--- config.mk ---
export PLATFORM = sky130hd
export DESIGN_NAME = tfi_sqrt
export DESIGN_NICKNAME = d
export VERILOG_FILES = /design/src/rtl/tfi_pkg.sv /design/src/rtl/tfi_sqrt.sv
export SDC_FILE = /design/constraint.sdc
export NUM_CORES = 1
export LEC_CHECK = 0
export BUFFER_PORTS_ARGS = -buffer_cell sky130_fd_sc_hd__buf_4
export CORE_AREA = 2 2 254 256
export CTS_CLUSTER_DIAMETER = 150
export CTS_CLUSTER_SIZE = 12
export DETAILED_ROUTE_END_ITERATION = 7
export DIE_AREA = 0 0 256 258
export PLACE_DENSITY = 0.8
export REMOVE_ABC_BUFFERS = 1
export SETUP_SLACK_MARGIN = 0.5
export SYNTH_ARGS = -nofsm -noshare
export SYNTH_HDL_FRONTEND = slang
export SYNTH_SLANG_ARGS = --single-unit
--- constraint.sdc ---
create_clock -name clk_i -period 3.35 [get_ports clk_i]
set_input_delay 0.5025 -clock clk_i [delete_from_list [all_inputs] [get_ports clk_i]]
set_output_delay 0.5025 -clock clk_i [all_outputs]
set_load 0.03 [all_outputs]
--- src/rtl/tfi_pkg.sv ---
// Shared widths, constants and codes for the thin-film interference pipeline.
package tfi_pkg;

  localparam int unsigned ThickW   = 11;
  localparam int unsigned IndexW   = 14;
  localparam int unsigned CosW     = 16;
  localparam int unsigned IntW     = 16;
  localparam int unsigned CfgDataW = 14;
  localparam int unsigned RadW     = 34;
  localparam int unsigned RootW    = 17;
  localparam int unsigned PathW    = 30;

  localparam int unsigned FrontLat  = 2;
  localparam int unsigned SqrtLat   = RootW;
  localparam int unsigned PathLat   = 1;
  localparam int unsigned FringeLat = 9;
  localparam int unsigned TotalLat  = FrontLat + SqrtLat + PathLat + FringeLat;

  localparam logic [ThickW-1:0] ThickReset = 11'd500;
  localparam logic [IndexW-1:0] IndexReset = 14'd5448;

  localparam logic [31:0] OneQ30 = 32'd1073741824;
  localparam logic [30:0] CosC2  = 31'd1324675879;
  localparam logic [28:0] CosC4  = 29'd272375560;
  localparam logic [24:0] CosC6  = 25'd22401992;
  localparam logic [19:0] CosC8  = 20'd987048;

  localparam int unsigned LambdaRed   = 650;
  localparam int unsigned LambdaGreen = 510;
  localparam int unsigned LambdaBlue  = 475;

  typedef enum logic [0:0] {
    CfgThickness = 1'b0,
    CfgIndex     = 1'b1
  } cfg_idx_e;

endpackage

--- src/rtl/tfi_sqrt.sv ---
// Pipelined integer square root, one result bit per register stage.
module tfi_sqrt (
  input  logic                      clk_i,
  input  logic                      en_i,
  input  logic [tfi_pkg::RadW-1:0]  rad_i,
  output logic [tfi_pkg::RootW-1:0] root_o
);
  import tfi_pkg::*;

  localparam int unsigned W = RadW + 1;

  logic [W-1:0] v_q   [1:SqrtLat];
  logic [W-1:0] res_q [1:SqrtLat];

  for (genvar k = 0; k < SqrtLat; k++) begin : g_stage
    localparam logic [W-1:0] Bit = W'(1) << (2 * (SqrtLat - 1 - k));
    logic [W-1:0] v_in;
    logic [W-1:0] res_in;
    logic [W-1:0] trial;
    if (k == 0) begin : g_first
      assign v_in   = W'(rad_i);
      assign res_in = '0;
    end else begin : g_next
      assign v_in   = v_q[k];
      assign res_in = res_q[k];
    end
    assign trial = res_in + Bit;
    always_ff @(posedge clk_i) begin
      if (en_i) begin
        if (v_in >= trial) begin
          v_q[k+1]   <= v_in - trial;
          res_q[k+1] <= (res_in >> 1) + Bit;
        end else begin
          v_q[k+1]   <= v_in;
          res_q[k+1] <= res_in >> 1;
        end
      end
    end
  end

  assign root_o = res_q[SqrtLat][RootW-1:0];

endmodule

## Yosys cells after proc, flatten, opt, wreduce, memory -nomap -nowiden

Memories as Yosys holds them, arrays and structs flattened.
Index checks and enable logic that the tools add are counted.

- $lt $le $gt $ge: 17
- $add $sub $neg: 49
- Bitwise logic cells: 34
- Mux-type cells: 136

Operator list:

| operator | count |
|---|---|
| 35-bit two-way mux | 34 |
| 35-bit >= comparator | 16 |
| 35-bit subtractor | 16 |
| 1-bit two-way mux | 102 |
| 34-bit by 1-bit adder with 35-bit output (second input constant) | 1 |
| 34-bit by 11-bit adder with 35-bit output (second input constant) | 1 |
| 34-bit by 13-bit adder with 35-bit output (second input constant) | 1 |
| 34-bit by 15-bit adder with 35-bit output (second input constant) | 1 |
| 34-bit by 17-bit adder with 35-bit output (second input constant) | 1 |
| 34-bit by 19-bit adder with 35-bit output (second input constant) | 1 |
| 34-bit by 21-bit adder with 35-bit output (second input constant) | 1 |
| 34-bit by 23-bit adder with 35-bit output (second input constant) | 1 |
| 34-bit by 25-bit adder with 35-bit output (second input constant) | 1 |
| 34-bit by 27-bit adder with 35-bit output (second input constant) | 1 |
| 34-bit by 29-bit adder with 35-bit output (second input constant) | 1 |
| 34-bit by 3-bit adder with 35-bit output (second input constant) | 1 |
| 34-bit by 31-bit adder with 35-bit output (second input constant) | 1 |
| 34-bit by 5-bit adder with 35-bit output (second input constant) | 1 |
| 34-bit by 7-bit adder with 35-bit output (second input constant) | 1 |
| 34-bit by 9-bit adder with 35-bit output (second input constant) | 1 |
| 35-bit by 1-bit adder with 35-bit output (second input constant) | 1 |
| 35-bit by 11-bit adder with 35-bit output (second input constant) | 1 |
| 35-bit by 13-bit adder with 35-bit output (second input constant) | 1 |
| 35-bit by 15-bit adder with 35-bit output (second input constant) | 1 |
| other kinds (15) | 48 |

- Memory bits (writable): 1190
- Bits of input ports: 36
- Register bits: 0
- Memories: 2
- Output and inout port bits: 17

Memory list:

| memory | words | bits a word | rd ports | clocked after Yosys merged registers in | write ports | line | RTL |
|---|---|---|---|---|---|---|---|
| res_q | 17 | 35 | 17 | 0 | 17 | tfi_sqrt.sv:13 | `logic [W-1:0] res_q [1:SqrtLat];` |
| v_q | 17 | 35 | 16 | 0 | 17 | tfi_sqrt.sv:12 | `logic [W-1:0] v_q [1:SqrtLat];` |

## Longest topological paths before layout

An unclocked memory read counts as a cell.

- Depth after elaboration: 7
- Mapped depth: 12

## Worst setup path before layout

No wires, ideal clock.

- Path kind: register to register
- Start point: register v_q[0][298] (netlist name)
- End point: register v_q[0][345] (netlist name)
- Setup time: 0.258 ns
- Buffers on the path: 1
- Stages on the path, launching flop included: 11
- Required time: 3.092 ns
- Data arrival time: 2.633 ns
- Path slack: 0.459 ns
- Clock period less this slack: 2.891 ns
- Cells stage by stage: edfxtp_1 -> ha_1 -> o21ai_0 -> a211oi_1 -> a2111oi_0 -> o21a_1 -> and4_1 -> clkbuf_1 -> nor4_1 -> nand3b_1 -> xnor2_1

==> results <==
- The vertical extent of the die is 258 um.
- In this run the most critical hold path is launched from rad_i[6].
- The number of maximum-capacitance constraint violations is 0.
- Counting instances, the worst hold path has a depth of 1.
- The cell sitting at the root of the clock tree is a sky130_fd_sc_hd__clkbuf_16.
- On the final layout, the worst clock skew is about 0.057 ns.
- The maximum level of the CTS H-tree is 3.
- The mapped cell area is between 30000 and 40000 um2.
- The maximum fanout encountered on the critical timing path is 6.
- The synthesized-area fraction occupied by ao, oa, aoi and oai cells is 0.0826.
- The top cell types in the final layout, fill and taps aside, are sky130_fd_sc_hd__edfxtp_1 (713), sky130_fd_sc_hd__nand2_1 (209), sky130_fd_sc_hd__buf_4 (194).
- The number of global-route vias before repair is about 22k.
- The initialized floorplan defines 93 standard-cell rows.
- The initial standard-cell utilization of the core is 0.533.
- The maximum vdd drop is roughly 0.48 mV.
- The first global-routing pass estimated ~120000 um of wire.
- The share of the clock period used by the worst path is 0.906.
- The worst pin sits at a relative slew slack of 0.261.
- The synthesized flop and latch total is between 700 and 800.
- Port buffering added 52 buffers.
- The setup-violating endpoint count in the final report is 0.
- The clock period minus worst slack is 3.04 ns.
- The most common library cell in the layout ignoring fill and taps is sky130_fd_sc_hd__edfxtp_1.
- The global routing usage summed across all routing layers is 0.221.
- Adding up every negative setup slack in the final design gives 0 ns.
- The part of the power in the clock network is 0.305.
- The post-route antenna net violation count is 0.
- The total vias in the final route is roughly 22k.
- In this run the critical register-to-register path is launched from v_q[0][408]$_DFFE_PP_.
- The internal power summed over all cells is 0.0167 W.
- TritonCTS built the clock tree.
- The combinational power share is 0.180.
- For hold timing, the worst endpoint is v_q[0][41]$_DFFE_PP_.
- By area the synthesized netlist is led by sky130_fd_sc_hd__edfxtp_1 (63%), sky130_fd_sc_hd__ha_1 (6.2%), sky130_fd_sc_hd__xor2_1 (3.1%).
- The share of synthesized area in the top cell type comes to 0.631.
- Using the TritonRoute via totals, the vias-per-cell ratio works out to between 5 and 6.
- The type of element launching the critical path is a flop.
- For the pin with the worst max-slew slack, the measured transition is about 1.1 ns.
- Of the total power, the share spent switching nets is 0.273.
- The layout overhead on the synthesized area is 18.6%.
- The static power due to leakage is ~15 nW.
- The top flip-flop cell by instance count after synthesis is sky130_fd_sc_hd__edfxtp_1.
- Based on the critical path, the design can be clocked at up to 329 MHz.
- The worst min-delay path category is input port to flop.
- The number of top-level pins is 53.
- The final core area utilization is 0.632.
- The detailed router's first-iteration violation count is between 2k and 2.5k.
- The switching component of the power is roughly 0.0063 W.
- The number of instances in the synthesized netlist is between 2k and 3k.
- The placeable core area is 63600 um2.
- The path type of the worst setup path is flop to flop.
- Detailed placement ended at an HPWL of roughly 52000 um.
- The overall die area is around 66000 um2.
- The endpoint identified for the worst register-to-register timing path is v_q[0][450]$_DFFE_PP_.
- After detailed routing, the number of remaining DRC violations is 0.
- Of the post-synthesis cell area, the part taken by muxes is 0.00752.
- The net count of the finished layout is between 3k and 4k.
- The worst setup slack for register-to-register paths is 0.31 ns.
- The part of the total power dissipated in sequential elements is 0.516.
- At the end of routability-driven placement, the weighted congestion stood at just over 0.9.
- In this run the power density over the cells is between 500 and 600 nW/um2.
- Of the total synthesized cell area, the portion taken by full adders, half adders and majority gates is 0.0620.
- The library cell occupying the most area in the post-synthesis netlist is sky130_fd_sc_hd__edfxtp_1.
- Clock latency on the worst-skew pair, taken at its later pin, is 0.63 ns.
- The proportion of register bits with asynchronous set or reset after synthesis is 0.
- After synthesis, the largest family of logic cells by area is simple AND/OR/NAND/NOR gates.
- The first detailed-routing pass took 6 iterations.
- The synthesized-area fraction occupied by xor and xnor cells is 0.0622.
- The worst setup path is captured at a flop.
- The sequential element share of the synthesized area is 0.631.
- The power after layout is 0.0229 W.
- The data required time of the critical path is ~3.7 ns.
- After synthesis, the mean cell area works out to between 10 and 15 um2.
- Timing analysis after detailed placement gives a worst setup slack of 0.0831 ns.
- The tree built by TritonCTS fans out to around 700 sinks.
- The number of enable-type register cells in the synthesized netlist is approximately 700.
- Summing all multi-input logic gate instances after layout gives 13100 um2.
- The flow ran to the end, and the final reports show no timing, DRC or antenna violations.
- The CTS buffer count is slightly below 70.
- The total detailed-routing wirelength is ~76000 um.
- Clock-pin slew was measured on the worst setup and hold paths at 0.07 ns.
- The die boundary width is between 200 and 300 um.
- The number of distinct library cell variants in the gate-level netlist after synthesis is 78.
- The aggregate global routing overflow is 0.
- Registers take between 20000 and 25000 um2.
- Entering global routing, the biggest net connects between 80 and 90 pins.
- In the final routed layout, each cell accounts on average for ~20 um.
- The initial antenna violation count was 0.
- The total of warnings raised by yosys is 0.
- Fill cells in the final layout number 4486.
- Setup repair after global routing could not meet its margin everywhere.
- In the final layout, the share of cells above drive strength 1 is 0.186.
- The critical path arrival is 3.40 ns.
- The clock passes through at most 3 buffers.
- The number of pins with negative max-slew slack in the final report is 0.
- The worst reg2reg path depth is 8.
- The number of hold violations in the final report was 0.
- Of the total synthesized cell area, the portion taken by AND, OR, NAND and NOR gates is 0.125.
- Setup slack on the critical path of the routed design comes to 0.314 ns.
==> worst max-delay path by stage <==
stage / end / depth (start not counted) / startpoint / slack, ns
6_report: v_q[0][450]$_DFFE_PP_ / 8 / v_q[0][408]$_DFFE_PP_ / 0.31
5_1_grt: v_q[0][446]$_DFFE_PP_ / 8 / v_q[0][408]$_DFFE_PP_ / 0.22
4_1_cts: v_q[0][450]$_DFFE_PP_ / 7 / v_q[0][408]$_DFFE_PP_ / 0.36
3_5_place_dp: v_q[0][518]$_DFFE_PP_ / 9 / v_q[0][469]$_DFFE_PP_ / 0.08
3_3_place_gp: v_q[0][518]$_DFFE_PP_ / 9 / v_q[0][468]$_DFFE_PP_ / 0.08
2_1_floorplan: v_q[0][555]$_DFFE_PP_ / 9 / v_q[0][497]$_DFFE_PP_ / -2.72
==> per-stage QoR <==
stage	hold slack, ns	cell area, um2	cells
after floorplan	0.417	33700	2603
after global placement	0.429	35700	3572
after detailed placement	0.433	35700	3572
after CTS	0.000173	38900	3709
after global routing	0.00317	40200	3776
final	0.0278	40200	3777
==> Yosys cell counts (17+ instances only) <==
| master | number |
|---|---|
| sky130_fd_sc_hd__or3_1 | 21 |
| sky130_fd_sc_hd__ha_1 | 168 |
| sky130_fd_sc_hd__nor2b_1 | 30 |
| sky130_fd_sc_hd__clkbuf_1 | 50 |
| sky130_fd_sc_hd__inv_1 | 200 |
| sky130_fd_sc_hd__nor4_1 | 80 |
| sky130_fd_sc_hd__edfxtp_1 | 713 |
| sky130_fd_sc_hd__nand3_1 | 39 |
| sky130_fd_sc_hd__xor2_1 | 121 |
| sky130_fd_sc_hd__nor3_1 | 70 |
| sky130_fd_sc_hd__nand2_1 | 222 |
| sky130_fd_sc_hd__a21oi_1 | 104 |
| sky130_fd_sc_hd__xnor2_1 | 120 |
| sky130_fd_sc_hd__a21o_1 | 46 |
| sky130_fd_sc_hd__nand2b_1 | 49 |
| sky130_fd_sc_hd__nor2_1 | 140 |
| sky130_fd_sc_hd__or4_1 | 21 |
| sky130_fd_sc_hd__o21ai_0 | 163 |
| sky130_fd_sc_hd__o21a_1 | 18 |
| sky130_fd_sc_hd__nand4_1 | 30 |
| sky130_fd_sc_hd__a211oi_1 | 17 |
==> worst max-delay path, stage by stage (launching register included) <==
cell and delay, ns:
sky130_fd_sc_hd__edfxtp_1 0.50, sky130_fd_sc_hd__or4_1 0.45, sky130_fd_sc_hd__or4b_4 0.61, sky130_fd_sc_hd__o41ai_4 0.39, sky130_fd_sc_hd__a21oi_4 0.09, sky130_fd_sc_hd__nor4bb_4 0.31, sky130_fd_sc_hd__buf_6 0.19, sky130_fd_sc_hd__nand2_4 0.06
sky130_fd_sc_hd__xnor2_2 0.15
==> routing by layer <==
metal | wire length (um) | global-route usage
met1 | 26800 | 0.226
met2 | 41800 | 0.433
met3 | 3060 | 0.0325
met4 | 4070 | 0.117
met5 | 0 | 0
==> final cells by class <==
cell class              count  area share
diodes                      1   0.0000622
clock buffers              69      0.0429
clock inverters             8     0.00544
inverters                 200      0.0187
multi-input cells        1690       0.325
flip-flops and latches    713       0.532
well taps                 855      0.0266
repair buffers            241      0.0496
==> power groups by stage <==
stage / Combinational [W] / Sequential [W] / Clock, W
floorplan: 0.00241 / 0.0117 / 0
global placement: 0.00325 / 0.0119 / 0
detailed placement: 0.00339 / 0.0119 / 0
CTS: 0.00368 / 0.0118 / 0.00711
global route: 0.00452 / 0.0119 / 0.00742
finish: 0.00412 / 0.0118 / 0.00698
==> state kept, by name, indices dropped and copies added, names as in the netlist <==
signal  count
v_q       560
res_q     153
==> kinds of logic (layout without fill, tap and decap cells) <==
family	count (synthesis)	count (layout)
flops	713	713
simple gates	805	805
fa+ha+maj	168	168
other cells	0	1
mux	24	24
buf+inv	262	518
xor+xnor	241	241
compound gates	452	452
==> what timing repair did <==
action,in CTS,in global routing
setup buffers,34,64
gates cloned,2,2
hold buffers,24,1
endpoints found under the setup margin,165,185
endpoints found under the hold margin,24,1
pin swaps,47,74
resized for setup,149,179
Power figures use the tool's default switching activity.
